## src/rtl/anp_pkg.sv

```systemverilog
package anp_pkg;

    // Character codes the parser reacts to
    localparam logic [7:0] CHAR_NUL  = 8'h00;
    localparam logic [7:0] CHAR_ZERO = 8'h30;
    localparam logic [7:0] CHAR_NINE = 8'h39;
    localparam logic [7:0] CHAR_X    = 8'h78;
    localparam logic [7:0] CHAR_UA   = 8'h41;
    localparam logic [7:0] CHAR_UF   = 8'h46;
    localparam logic [7:0] CHAR_LA   = 8'h61;
    localparam logic [7:0] CHAR_LF   = 8'h66;

    // Digit decode result that marks a character that is no digit
    localparam logic [4:0] NOT_DIGIT = 5'd16;

    typedef enum logic [4:0] {
        PH_START = 5'b00001,
        PH_ZERO  = 5'b00010,
        PH_DEC   = 5'b00100,
        PH_HEX   = 5'b01000,
        PH_SKIP  = 5'b10000
    } phase_t;

    // Return the digit value, or NOT_DIGIT; letters count only in base sixteen
    function automatic logic [4:0] decode_digit(input logic [7:0] ch, input logic hex);
        logic [7:0] diff;
        begin
            diff = 8'h00;
            if (ch >= CHAR_ZERO && ch <= CHAR_NINE)
            begin
                diff = ch - CHAR_ZERO;
                decode_digit = diff[4:0];
            end
            else if (hex && ch >= CHAR_UA && ch <= CHAR_UF)
            begin
                diff = ch - CHAR_UA + 8'd10;
                decode_digit = diff[4:0];
            end
            else if (hex && ch >= CHAR_LA && ch <= CHAR_LF)
            begin
                diff = ch - CHAR_LA + 8'd10;
                decode_digit = diff[4:0];
            end
            else
            begin
                decode_digit = NOT_DIGIT;
            end
        end
    endfunction

endpackage

```

## src/rtl/ascii_number_parser.sv

```systemverilog
// Channel | Handshake            | Word
// --------+----------------------+------------------------------------------
// input   | in_valid / in_ready  | char_code
// output  | out_valid / out_ready| number_value, consumed_count, was_hex
//
// One character per cycle while the result side has room; a character waits in the input
// register and its result word, if any, is loaded from there into the result register
// once that register is free. The pacing is set by the combinational Horner
// update (shift-add for base ten, shift for base sixteen) on the accumulator.
// Reset clears the parse state and both valid flags; the next string begins fresh.
// A held result word stalls the input register, which in turn lowers in_ready.
module ascii_number_parser
    import anp_pkg::*;
#(
    parameter int MAX_CHARS = 255
)
(
    input  logic        clk,
    input  logic        rst_n,
    input  logic        in_valid,
    output logic        in_ready,
    input  logic [7:0]  char_code,
    output logic        out_valid,
    input  logic        out_ready,
    output logic [31:0] number_value,
    output logic [7:0]  consumed_count,
    output logic        was_hex
);

    localparam int         CountLimitInt = (MAX_CHARS < 255) ? MAX_CHARS : 255;
    localparam logic [7:0] COUNT_LIMIT   = 8'(CountLimitInt);

    logic        char_valid_reg;
    logic [7:0]  char_reg;
    phase_t      phase_reg;
    phase_t      phase_next;
    logic [31:0] acc_reg;
    logic [31:0] acc_next;
    logic [7:0]  count_reg;
    logic [7:0]  count_next;
    logic        out_valid_reg;
    logic        out_valid_next;
    logic [31:0] value_reg;
    logic [7:0]  cnt_out_reg;
    logic        hex_out_reg;

    logic        consume;
    logic        emit;
    logic [31:0] emit_value;
    logic [7:0]  emit_count;
    logic        emit_hex;
    logic [4:0]  digit;
    logic [7:0]  count_inc;
    logic [31:0] acc_dec;
    logic [31:0] acc_hex;

    // Advance the character register whenever the result side has room
    assign consume  = char_valid_reg && (!out_valid_reg || out_ready);
    assign in_ready = !char_valid_reg || consume;

    always_ff @(posedge clk or negedge rst_n)
    begin
        if (!rst_n)
        begin
            char_valid_reg <= 1'b0;
        end
        else if (in_ready)
        begin
            char_valid_reg <= in_valid;
        end
    end

    always_ff @(posedge clk)
    begin
        if (in_ready && in_valid)
        begin
            char_reg <= char_code;
        end
    end

    // Decode the digit and form both Horner updates
    assign digit     = decode_digit(char_reg, phase_reg == PH_HEX);
    assign count_inc = (count_reg < COUNT_LIMIT) ? count_reg + 8'd1 : COUNT_LIMIT;
    assign acc_dec   = {acc_reg[28:0], 3'b000} + {acc_reg[30:0], 1'b0}
                       + {28'd0, digit[3:0]};
    assign acc_hex   = {acc_reg[27:0], digit[3:0]};

    // Step the parse state for one character
    always_comb
    begin
        phase_next = phase_reg;
        acc_next   = acc_reg;
        count_next = count_reg;
        emit       = 1'b0;
        emit_value = acc_reg;
        emit_count = count_reg;
        emit_hex   = 1'b0;
        unique case (phase_reg)
            PH_START:
            begin
                if (char_reg == CHAR_ZERO)
                begin
                    phase_next = PH_ZERO;
                    acc_next   = 32'd0;
                    count_next = 8'd1;
                end
                else if (digit != NOT_DIGIT)
                begin
                    phase_next = PH_DEC;
                    acc_next   = {28'd0, digit[3:0]};
                    count_next = 8'd1;
                end
                else
                begin
                    emit       = 1'b1;
                    emit_value = 32'd0;
                    emit_count = 8'd0;
                end
            end
            PH_ZERO:
            begin
                if (char_reg == CHAR_X)
                begin
                    phase_next = PH_HEX;
                    acc_next   = 32'd0;
                    count_next = count_inc;
                end
                else if (digit != NOT_DIGIT)
                begin
                    phase_next = PH_DEC;
                    acc_next   = {28'd0, digit[3:0]};
                    count_next = count_inc;
                end
                else
                begin
                    emit       = 1'b1;
                    emit_value = 32'd0;
                end
            end
            PH_DEC:
            begin
                if (digit != NOT_DIGIT)
                begin
                    acc_next   = acc_dec;
                    count_next = count_inc;
                end
                else
                begin
                    emit = 1'b1;
                end
            end
            PH_HEX:
            begin
                if (digit != NOT_DIGIT)
                begin
                    acc_next   = acc_hex;
                    count_next = count_inc;
                end
                else
                begin
                    emit     = 1'b1;
                    emit_hex = 1'b1;
                end
            end
            PH_SKIP:
            begin
                if (char_reg == CHAR_NUL)
                begin
                    phase_next = PH_START;
                    acc_next   = 32'd0;
                    count_next = 8'd0;
                end
            end
            default:
            begin
                phase_next = PH_START;
                acc_next   = 32'd0;
                count_next = 8'd0;
            end
        endcase
        // Drop the accumulation once the word is out
        if (emit)
        begin
            phase_next = (char_reg == CHAR_NUL) ? PH_START : PH_SKIP;
            acc_next   = 32'd0;
            count_next = 8'd0;
        end
    end

    always_ff @(posedge clk or negedge rst_n)
    begin
        if (!rst_n)
        begin
            phase_reg <= PH_START;
            acc_reg   <= 32'd0;
            count_reg <= 8'd0;
        end
        else if (consume)
        begin
            phase_reg <= phase_next;
            acc_reg   <= acc_next;
            count_reg <= count_next;
        end
    end

    // Hold the result word until it is taken
    always_comb
    begin
        out_valid_next = out_valid_reg;
        if (consume && emit)
        begin
            out_valid_next = 1'b1;
        end
        else if (out_ready)
        begin
            out_valid_next = 1'b0;
        end
    end

    always_ff @(posedge clk or negedge rst_n)
    begin
        if (!rst_n)
        begin
            out_valid_reg <= 1'b0;
        end
        else
        begin
            out_valid_reg <= out_valid_next;
        end
    end

    always_ff @(posedge clk)
    begin
        if (consume && emit)
        begin
            value_reg   <= emit_value;
            cnt_out_reg <= emit_count;
            hex_out_reg <= emit_hex;
        end
    end

    assign out_valid      = out_valid_reg;
    assign number_value   = value_reg;
    assign consumed_count = cnt_out_reg;
    assign was_hex        = hex_out_reg;

endmodule

```

## config.mk

```make
export PLATFORM = sky130hd
export DESIGN_NAME = ascii_number_parser
export DESIGN_NICKNAME = d
export VERILOG_FILES = /design/src/rtl/anp_pkg.sv /design/src/rtl/ascii_number_parser.sv
export SDC_FILE = /design/constraint.sdc
export NUM_CORES = 1
export LEC_CHECK = 0
export BUFFER_PORTS_ARGS = -buffer_cell sky130_fd_sc_hd__buf_2
export CORE_MARGIN = 2
export CORE_UTILIZATION = 60
export CTS_CLUSTER_SIZE = 8
export DETAILED_ROUTE_END_ITERATION = 10
export GPL_ROUTABILITY_DRIVEN = 0
export PLACE_DENSITY = 0.78
export SETUP_SLACK_MARGIN = 0.3
export SYNTH_ARGS = -nofsm -noshare
export SYNTH_HDL_FRONTEND = slang
export SYNTH_SLANG_ARGS = --single-unit
```

## constraint.sdc

```tcl
create_clock -name clk -period 4.98 [get_ports clk]
set_input_delay 0.498 -clock clk [delete_from_list [all_inputs] [get_ports clk]]
set_output_delay 0.498 -clock clk [all_outputs]
set_load 0.005 [all_outputs]
```

==> results of run 1 <==
## power by group
part           internal, mW  leakage [nW]  total [mW]  switching [mW]
logic                 0.159          1.97       0.554           0.395
clock network         0.289         0.112       0.585           0.296
registers             0.981          1.12        1.03          0.0529
total                  1.43          3.20        2.17           0.744
## worst reg2reg max path: cells and delay by family (launching register included)
kind                       cells  cell delay (ns)
adders and majority gates      2             0.75
AOI/OAI and AO/OA              7             1.89
DFF                            1             0.50
muxes                          1             0.13
and+or+nand+nor                5             1.08
## area by class of cell
class	count	area, µm²	area share [%]
clock inverters	7	101	1.48
flip-flops and latches	96	2650	38.6
well taps	136	170	2.48
multi-input cells	493	3450	50.3
repair buffers	59	308	4.49
inverters	15	56.3	0.821
clock buffers	9	124	1.81
## cells in the mapped netlist, types with 3 or more instances
master and count:
inv_1 15, dfrtp_1 46, nor3_1 15, mux2i_1 5, nand3_1 19, xor2_1 13, and2_1 39, a21o_1 17
and3_1 6, a21boi_0 4, xnor2_1 7, o41ai_1 3, edfxtp_1 49, nand3b_1 3, a22oi_1 17, a211oi_1 4
a222oi_1 6, ha_1 63, clkbuf_1 19, or2_2 3, a31oi_1 5, a21oi_1 27, or3_1 4, o211ai_1 3
nand2_1 61, nor3b_1 3, o21ai_0 54, a32oi_1 3, o31ai_1 6, a22o_1 8, nand2b_1 7, nand4_1 3
nor2b_1 14, nor2_1 31, o21a_1 7
## logic make-up (layout without fill, tap and decap cells)
group	after synthesis	after routing	synth area share [%]
multiplexers	5	5	0.806
buffers and inverters	38	90	2.36
AND/OR/NAND/NOR	219	219	18.2
AO/OA/AOI/OAI	184	184	19.9
flip-flops	96	96	42.6
XOR/XNOR	20	20	2.82
adder cells (fa/ha/maj)	65	65	13.3
## per-stage QoR
step	hold WS, ns	area [µm²]	utilization, %
after floorplan	0.202	6210	-
after global placement	0.513	6600	64.8
after detailed placement	0.515	6600	64.8
after CTS	0.273	6830	67.0
after global routing	0.268	6860	67.4
final	0.284	6860	67.4
## per-layer routing
metal / global-route usage (%) / routed length [µm] / up-vias
met5: 0 / 0 / -
met4: 9.21 / 272 / 0
met3: 4.70 / 937 / 26
met2: 45.2 / 7050 / 216
met1: 36.1 / 6300 / 2507
li1: - / - / 2438
## path summary, 6_finish.rpt
check | from | endpoint | slack (ns)
max reg2reg | char_reg[3]$_DFFE_PP_ | acc_reg[19]$_DFFE_PN0P_ | 0.53
min reg2reg | acc_reg[31]$_DFFE_PN0P_ | acc_reg[31]$_DFFE_PN0P_ | 0.53
max in group asynchronous | rst_n | acc_reg[30]$_DFFE_PN0P_ | 3.93
max | char_reg[3]$_DFFE_PP_ | acc_reg[19]$_DFFE_PN0P_ | 0.53
min in group asynchronous | rst_n | char_valid_reg$_DFFE_PN0N_ | 0.33
min | char_code[3] | char_reg[3]$_DFFE_PP_ | 0.28
## repair_timing
action / in CTS / in global routing
buffers inserted: 0 / 1
gates resized for setup: 0 / 5
setup endpoints to repair: 0 / 7
==> impl_metrics.env, run 1 <==
export IMPL_final_common_cell="ha_1"
export IMPL_ys_top_cells_by_area="edfxtp_1 24%, dfrtp_1 19%, ha_1 13%"
export IMPL_cp_cell_sequence="or4b_1, a21oi_2, and3_4, nor2_4, nor2_1, fa_1, ha_1, a21oi_1, o211ai_1, a221oi_2, o21ai_0, a2111oi_0, nor3_1, mux2i_1, o21ai_0"
export IMPL_place_hpwl_mm=10.3
export IMPL_cts_tree="yes"
export IMPL_rsz0062_at_grt="true"
export IMPL_async_reset_ff_share_pct=49.0
export IMPL_viasPerCell=6.36
export IMPL_relSlewSlack_pct=18.5
export IMPL_final_cells=815
export IMPL_crit_family="compound AO/OA/AOI/OAI gates"
export IMPL_final_layout_size_suffix_gt1_share_pct=13.3
export IMPL_final_cell_mix="63 x ha_1, 61 x nand2_1, 54 x o21ai_0, 54 x buf_2, 49 x edfxtp_1"
export IMPL_setup_violations=0
export IMPL_worst_hold_path_num_cells=1
export IMPL_clk_latency_ns=0.38
export IMPL_dp_cells=798
export IMPL_synth_top_cell_area_share_pct=23.7
export IMPL_syn_to_final_growth_pct=10.4
export IMPL_power_density_nw_per_um2=317
export IMPL_cp_data_required_time_ns=5.28
export IMPL_synth_edf_count=49
export IMPL_core_um2=10200
export IMPL_max_freq_mhz=225
export IMPL_status="finished, final reports clean"
export IMPL_grt_pass1_wl_mm=24.2
export IMPL_syn_instance_count=627
export IMPL_overflow=0
export IMPL_synth_seq_cells=96
export IMPL_via_count=5187
export IMPL_holdBufCountCts=0
export IMPL_p_total_mw=2.17
export IMPL_cp_end_kind="register"
export IMPL_route_detailed_drc=0
export IMPL_numCtsBuffers=9
export IMPL_avgSynthCellArea_um2=9.91
export IMPL_drt_wirelength_per_cell_um=17.9
export IMPL_die_w_um=106
export IMPL_antenna_found_initial=0
export IMPL_grt_max_degree=48
export IMPL_p_leak_nw=3.20
export IMPL_synth_top_area_cell="edfxtp_1"
export IMPL_ys_flop_type="edfxtp_1"
export IMPL_start_util_pct=61.0
export IMPL_die_h_um=106
export IMPL_hold_viol_final=0
export IMPL_io_pins=55
export IMPL_cts_clk_slew_worst_paths_ns=0.10
export IMPL_place_worst_setup_slack_ns=0.508
export IMPL_dr_pass1_iters=8
export IMPL_fin_ws_ns=0.528
export IMPL_ys_types=64
export IMPL_critPathSlowestCell="or4b_1"
export IMPL_critPathLaunchType="register"
export IMPL_rows=37
export IMPL_ant_nets=0
export IMPL_crit_buf_inv=0
export IMPL_r2r_cells=15
export IMPL_cpPeakStageDelay_ns=0.52
export IMPL_postRouteWirelength_mm=14.6
export IMPL_finalCritPeriodShare_pct=89.4
export IMPL_cts_root_buf="clkbuf_8"
export IMPL_nets=751
export IMPL_die_area_um2=11200
export IMPL_fin_setup_tns_ns=0
export IMPL_maxCapViolations=0
export IMPL_yosysWarnings=0
export IMPL_crit_fanout=8
export IMPL_vdd_drop_max_mv=0.212
export IMPL_syn_nets=704
export IMPL_skew_ns=0.0128
export IMPL_worst_pin_slew_ns=1.22
export IMPL_grtUsageTotal_pct=27.2
export IMPL_crit_path_frequent_cell="o21ai_0"
export IMPL_crit_arrival_ns=4.75
export IMPL_dr_first_iter_drc_count=315
export IMPL_path_class="register to register"
export IMPL_cts_max_path_buffers=2
export IMPL_numPortBuffers=54
export IMPL_ys_seq_area_share_pct=42.6
export IMPL_diodes=0
export IMPL_period_minus_slack_ns=4.45
export IMPL_cts_htree_levels=3
export IMPL_slew_viol_final=0
export IMPL_cts_num_sinks=96
export IMPL_grt_pass1_vias=5085
export IMPL_syn_area_um2=6210
export IMPL_crit_cells=15
export IMPL_min_path_type="primary input to register"
export IMPL_fill_cells=795
Note: power is estimated with default switching activity, not from simulation.
==> run 2, diff against run 1 <==
--- a/config.mk
+++ b/config.mk
@@ -6,11 +6,13 @@
 export NUM_CORES = 1
 export LEC_CHECK = 0
 export BUFFER_PORTS_ARGS = -buffer_cell sky130_fd_sc_hd__buf_2
+export CORE_ASPECT_RATIO = 1.2
 export CORE_MARGIN = 2
 export CORE_UTILIZATION = 60
 export CTS_CLUSTER_SIZE = 8
 export DETAILED_ROUTE_END_ITERATION = 10
 export GPL_ROUTABILITY_DRIVEN = 0
+export MAX_ROUTING_LAYER = met4
 export PLACE_DENSITY = 0.78
 export SETUP_SLACK_MARGIN = 0.3
 export SYNTH_ARGS = -nofsm -noshare
==> run 2 against run 1 <==
Net effect:
- first-iteration DRC count grew 6.0%
- sequential cell count is the same
- wire length grew 0.34%
- worst setup slack gained 0.043 ns
- non-clock buffer count grew 2
- hold slack lost 0.035 ns
- total power grew 7.6%
- register-to-register slack gained 0.04 ns
==> impl_metrics.env, run 2 (same netlist as run 1, synthesis figures left out) <==
export IMPL_status="finished, final reports clean"
export IMPL_holdWs_ns=0.248
export IMPL_cts_root_buf="clkbuf_16"
export IMPL_fill_cells=747
export IMPL_period_minus_slack_ns=4.41
export IMPL_final_layout_size_suffix_gt1_share_pct=12.9
export IMPL_io_pins=55
export IMPL_rsz0062_at_grt="false"
export IMPL_place_area_um2=6600
export IMPL_crit_path_frequent_cell="o21ai_0"
export IMPL_die_area_um2=11200
export IMPL_cts_clk_slew_worst_paths_ns=0.07
export IMPL_numCtsBuffers=9
export IMPL_cts_tree="yes"
export IMPL_maxCapViolations=0
export IMPL_dr_pass1_iters=5
export IMPL_viasPerCell=6.36
export IMPL_final_cell_mix="63 x ha_1, 61 x nand2_1, 54 x buf_2"
export IMPL_p_total_mw=2.34
export IMPL_crit_buf_inv=0
export IMPL_cts_htree_levels=3
export IMPL_grt_pass1_vias=5012
export IMPL_min_path_type="primary input to async pin"
export IMPL_syn_to_final_growth_pct=11.8
export IMPL_crit_fanout=8
export IMPL_postRouteWirelength_mm=14.6
export IMPL_dr_first_iter_drc_count=334
export IMPL_skew_ns=0.00756
export IMPL_slew_viol_final=0
export IMPL_relSlewSlack_pct=21.4
export IMPL_final_area_um2=6940
export IMPL_critPathLaunchType="register"
export IMPL_final_core_util_pct=69.0
export IMPL_place_worst_setup_slack_ns=0.520
export IMPL_route_detailed_drc=0
export IMPL_holdBufCountCts=0
export IMPL_grtUsageTotal_pct=27.4
export IMPL_grt_pass1_wl_mm=24.0
export IMPL_worst_pin_slew_ns=1.17
export IMPL_dp_cells=790
export IMPL_max_freq_mhz=227
export IMPL_numPortBuffers=54
export IMPL_final_common_cell="ha_1"
export IMPL_cp_cell_sequence="or4b_1, a21oi_2, and3_4, nor2_4, nor2_1, fa_1, ha_1, a21oi_1, o211ai_1, a221oi_2, o21ai_0, a2111oi_0, nor3_1, mux2i_1, o21ai_0"
export IMPL_rows=40
export IMPL_overflow=0
export IMPL_power_density_nw_per_um2=337
export IMPL_start_util_pct=61.8
export IMPL_ant_nets=0
export IMPL_die_w_um=96.9
export IMPL_cts_max_path_buffers=2
export IMPL_nets=753
export IMPL_crit_arrival_ns=4.61
export IMPL_core_um2=10100
export IMPL_grt_max_degree=48
export IMPL_path_class="register to register"
export IMPL_die_h_um=115
export IMPL_final_cells=807
export IMPL_via_count=5133
export IMPL_vdd_drop_max_mv=0.308
export IMPL_cp_data_required_time_ns=5.18
export IMPL_setup_violations=0
export IMPL_place_hpwl_mm=10.5
export IMPL_critPathSlowestCell="or4b_1"
export IMPL_cts_num_sinks=96
export IMPL_diodes=0
export IMPL_drt_wirelength_per_cell_um=18.1
export IMPL_cp_end_kind="register"
export IMPL_clk_latency_ns=0.35
export IMPL_fin_ws_ns=0.571
export IMPL_crit_family="compound AO/OA/AOI/OAI gates"
export IMPL_hold_viol_final=0
export IMPL_fin_setup_tns_ns=0
export IMPL_p_leak_nw=3.26
export IMPL_cpPeakStageDelay_ns=0.52
export IMPL_antenna_found_initial=0
export IMPL_finalCritPeriodShare_pct=88.5
[run 2: changes by cell type in the layout (fill, tap and decap cells not counted), sizes merged]
cell      change
clkinv        +1
clkbuf        +1
clkinvlp      -1
buf           +2
inv           -1
[run 2: power breakdown]
| part | leakage, nW | total (mW) | switching, mW | internal (mW) |
|---|---|---|---|---|
| registers | 1.12 | 1.03 | 0.0526 | 0.982 |
| logic | 1.99 | 0.556 | 0.393 | 0.163 |
| clock network | 0.155 | 0.747 | 0.304 | 0.443 |
[run 2: cell type report]
cell class | instances | area [µm²] | share of cell area, %
clock buffers | 10 | 229 | 3.30
flip-flops and latches | 96 | 2650 | 38.1
inverters | 15 | 56.3 | 0.811
repair buffers | 61 | 323 | 4.65
multi-input cells | 493 | 3440 | 49.5
well taps | 126 | 158 | 2.27
clock inverters | 6 | 90.1 | 1.30
[run 2: worst paths after layout]
check	end	slack (ns)	cells after the start	startpoint
min in group clk	char_reg[0]$_DFFE_PP_	0.32	1	char_code[0]
worst max-delay path	acc_reg[19]$_DFFE_PN0P_	0.57	15	char_reg[3]$_DFFE_PP_
max in group asynchronous	acc_reg[6]$_DFFE_PN0P_	4.28	2	rst_n
worst max register to register	acc_reg[19]$_DFFE_PN0P_	0.57	15	char_reg[3]$_DFFE_PP_
worst min register to register	count_reg[4]$_DFFE_PN0P_	0.54	1	count_reg[4]$_DFFE_PN0P_
worst min-delay path	count_reg[2]$_DFFE_PN0P_	0.25	2	rst_n
[run 2: timing repair]
action,4_1_cts,5_1_grt
setup endpoints to repair,0,5
resized for setup,0,4
setup buffers,0,1
[run 2: worst register-to-register path: stages (launching register included)]
cell and delay, ns:
edfxtp_1 0.48, or4b_1 0.52, a21oi_2 0.16, and3_4 0.24
nor2_4 0.06, nor2_1 0.13, fa_1 0.44, ha_1 0.30
a21oi_1 0.19, o211ai_1 0.22, a221oi_2 0.40, o21ai_0 0.27
a2111oi_0 0.48, nor3_1 0.12, mux2i_1 0.15, o21ai_0 0.08
[run 2: routing by layer]
layer	up-vias	wire length [µm]	global-route usage (%)
met5	-	0	-
met4	0	439	13.3
met3	42	685	3.98
met2	177	7290	45.7
met1	2464	6190	33.1
li1	2450	-	-
==> run 3, diff against run 2 <==
--- a/config.mk
+++ b/config.mk
@@ -8,12 +8,13 @@
 export BUFFER_PORTS_ARGS = -buffer_cell sky130_fd_sc_hd__buf_2
 export CORE_ASPECT_RATIO = 1.2
 export CORE_MARGIN = 2
-export CORE_UTILIZATION = 60
+export CORE_UTILIZATION = 55
 export CTS_CLUSTER_SIZE = 8
 export DETAILED_ROUTE_END_ITERATION = 10
 export GPL_ROUTABILITY_DRIVEN = 0
 export MAX_ROUTING_LAYER = met4
-export PLACE_DENSITY = 0.78
+export PLACE_DENSITY = 0.75
+export REMOVE_ABC_BUFFERS = 1
 export SETUP_SLACK_MARGIN = 0.3
 export SYNTH_ARGS = -nofsm -noshare
 export SYNTH_HDL_FRONTEND = slang
==> constraint.sdc (replaced) <==
create_clock -name clk -period 4 [get_ports clk]
set_input_delay 0.4 -clock clk [delete_from_list [all_inputs] [get_ports clk]]
set_output_delay 0.4 -clock clk [all_outputs]
set_load 0.005 [all_outputs]
==> run 3 against run 2 <==
Net effect:
- first-iteration DRC count up 9.6%
- maximum frequency up 14%
- final cell count up 5.8%
- critical path depth up 1
- total power up 23%
- via count up 3.3%
- largest power group unchanged
- worst setup slack worse by 0.43 ns
- clock skew down 0.00073 ns
- global-route usage down 1.2 points
- hold slack worse by 0.10 ns
- clock power up 16%
- cell area up 7.7%
==> impl_metrics.env, run 3 (same netlist as run 1, synthesis figures left out) <==
export IMPL_fill_cells=797
export IMPL_r2r_end="acc_reg[29]$_DFFE_PN0P_"
export IMPL_cts_clk_slew_worst_paths_ns=0.07
export IMPL_cts_root_buf="clkbuf_16"
export IMPL_critPathLaunchType="register"
export IMPL_postRouteWirelength_mm=15.0
export IMPL_vdd_drop_max_mv=0.211
export IMPL_crit_fanout=4
export IMPL_worst_pin_slew_ns=0.941
export IMPL_crit_buf_inv=1
export IMPL_dr_first_iter_drc_count=366
export IMPL_slew_viol_final=0
export IMPL_overflow=0
export IMPL_grt_pass1_wl_mm=24.6
export IMPL_crit_family="simple AND/OR/NAND/NOR gates"
export IMPL_ant_nets=0
export IMPL_period_minus_slack_ns=3.86
export IMPL_cts_max_path_buffers=2
export IMPL_fin_ws_ns=0.138
export IMPL_io_pins=55
export IMPL_via_count=5304
export IMPL_ff2ff_setup_slack_ns=0.14
export IMPL_critPathSlowestCell="or4b_4"
export IMPL_final_cell_mix="59 x nand2_1, 59 x ha_1, 54 x buf_2"
export IMPL_grt_pass1_vias=5081
export IMPL_cp_data_required_time_ns=4.28
export IMPL_die_area_um2=12200
export IMPL_crit_arrival_ns=4.15
export IMPL_cpPeakStageDelay_ns=0.56
export IMPL_numCtsBuffers=9
export IMPL_rsz0062_at_grt="true"
export IMPL_min_path_type="primary input to async pin"
export IMPL_cts_tree="yes"
export IMPL_dp_cells=823
export IMPL_finalCritPeriodShare_pct=96.5
export IMPL_antenna_found_initial=0
export IMPL_syn_to_final_growth_pct=20.4
export IMPL_cts_htree_levels=3
export IMPL_die_h_um=120
export IMPL_clk_latency_ns=0.35
export IMPL_status="finished, final reports clean"
export IMPL_final_cells=854
export IMPL_final_layout_size_suffix_gt1_share_pct=23.4
export IMPL_crit_path_end="acc_reg[29]$_DFFE_PN0P_"
export IMPL_die_w_um=101
export IMPL_fin_setup_tns_ns=0
export IMPL_path_class="register to register"
export IMPL_diodes=0
export IMPL_maxCapViolations=0
export IMPL_crit_cells=16
export IMPL_r2r_cells=16
export IMPL_max_freq_mhz=259
export IMPL_core_um2=11000
export IMPL_hold_viol_final=0
export IMPL_relSlewSlack_pct=37.2
export IMPL_p_leak_nw=3.46
export IMPL_cts_num_sinks=96
export IMPL_place_hpwl_mm=10.4
export IMPL_grt_max_degree=48
export IMPL_numPortBuffers=54
export IMPL_route_detailed_drc=0
export IMPL_cp_cell_sequence="or4b_4, a21oi_4, and3_4, nor2_4, nor2_2, fa_1, ha_1, a21oi_2, o211ai_1, buf_4, nand3_4, a32oi_2, a31oi_1, o21a_1, or4_1, nand3_1"
export IMPL_setup_violations=0
export IMPL_skew_ns=0.00683
export IMPL_drt_wirelength_per_cell_um=17.5
export IMPL_viasPerCell=6.21
export IMPL_holdBufCountCts=0
export IMPL_rows=42
export IMPL_place_worst_setup_slack_ns=-0.108
export IMPL_cp_end_kind="register"
export IMPL_cp_startpoint="char_reg[3]$_DFFE_PP_"
export IMPL_nets=794
export IMPL_dr_pass1_iters=5
export IMPL_reg2reg_from="char_reg[3]$_DFFE_PP_"
export IMPL_grtUsageTotal_pct=26.2
export IMPL_power_density_nw_per_um2=386
export IMPL_start_util_pct=56.3
## run 3: cell count changes in the layout (fill, tap and decap cells not counted), sizes merged
| cell | change |
|---|---|
| buf | +41 |
| bufinv | -1 |
| clkbuf | -1 |
| clkinv | +1 |
| clkinvlp | +1 |
## run 3: area by class of cell
class / count / area (µm²) / share of cell area, %
inverters: 15 / 56.3 / 0.753
well taps: 132 / 165 / 2.21
clock inverters: 7 / 68.8 / 0.920
multi-input cells: 493 / 3660 / 48.9
clock buffers: 9 / 225 / 3.01
repair buffers: 102 / 658 / 8.80
flip-flops and latches: 96 / 2650 / 35.4
## run 3: layer usage
metal | global-route usage (%) | up-vias | wire (µm) | share of wire [%]
met5 | - | - | 0 | 0
met4 | 9.71 | 0 | 405 | 2.7
met3 | 3.87 | 38 | 678 | 4.5
met2 | 43.1 | 176 | 7470 | 50
met1 | 33.0 | 2553 | 6420 | 43
li1 | - | 2537 | - | -
## run 3: worst min path at each step
stage	endpoint	slack (ns)	cells past startpoint
global route	count_reg[6]$_DFFE_PN0P_	0.21	2
floorplan	acc_reg[0]$_DFFE_PN0P_	0.10	0
finish	count_reg[3]$_DFFE_PN0P_	0.15	2
CTS	count_reg[6]$_DFFE_PN0P_	0.17	2
detailed placement	count_reg[4]$_DFFE_PN0P_	0.53	1
global placement	count_reg[4]$_DFFE_PN0P_	0.51	1
## run 3: report_power, final
group          leakage [nW]  switching (mW)  internal (mW)
Combinational          2.20           0.506          0.242
Clock                 0.144           0.379          0.485
Sequential             1.12          0.0559           1.22
## run 3: per-stage QoR
stage | total power, mW | hold slack, ns | utilization, % | area, µm²
after floorplan | 1.69 | 0.104 | - | 6120
after global placement | 2.01 | 0.510 | 61.9 | 6830
after detailed placement | 2.02 | 0.535 | 61.9 | 6830
after CTS | 2.89 | 0.170 | 66.0 | 7280
after global routing | 3.03 | 0.210 | 67.8 | 7480
final | 2.89 | 0.146 | 67.8 | 7480
## run 3: timing repair
item / in CTS / in global routing
endpoints found under the hold margin: 0 / 0
setup buffers: 6 / 9
pin swaps: 32 / 25
gates resized for setup: 36 / 37
endpoints found under the setup margin: 17 / 22
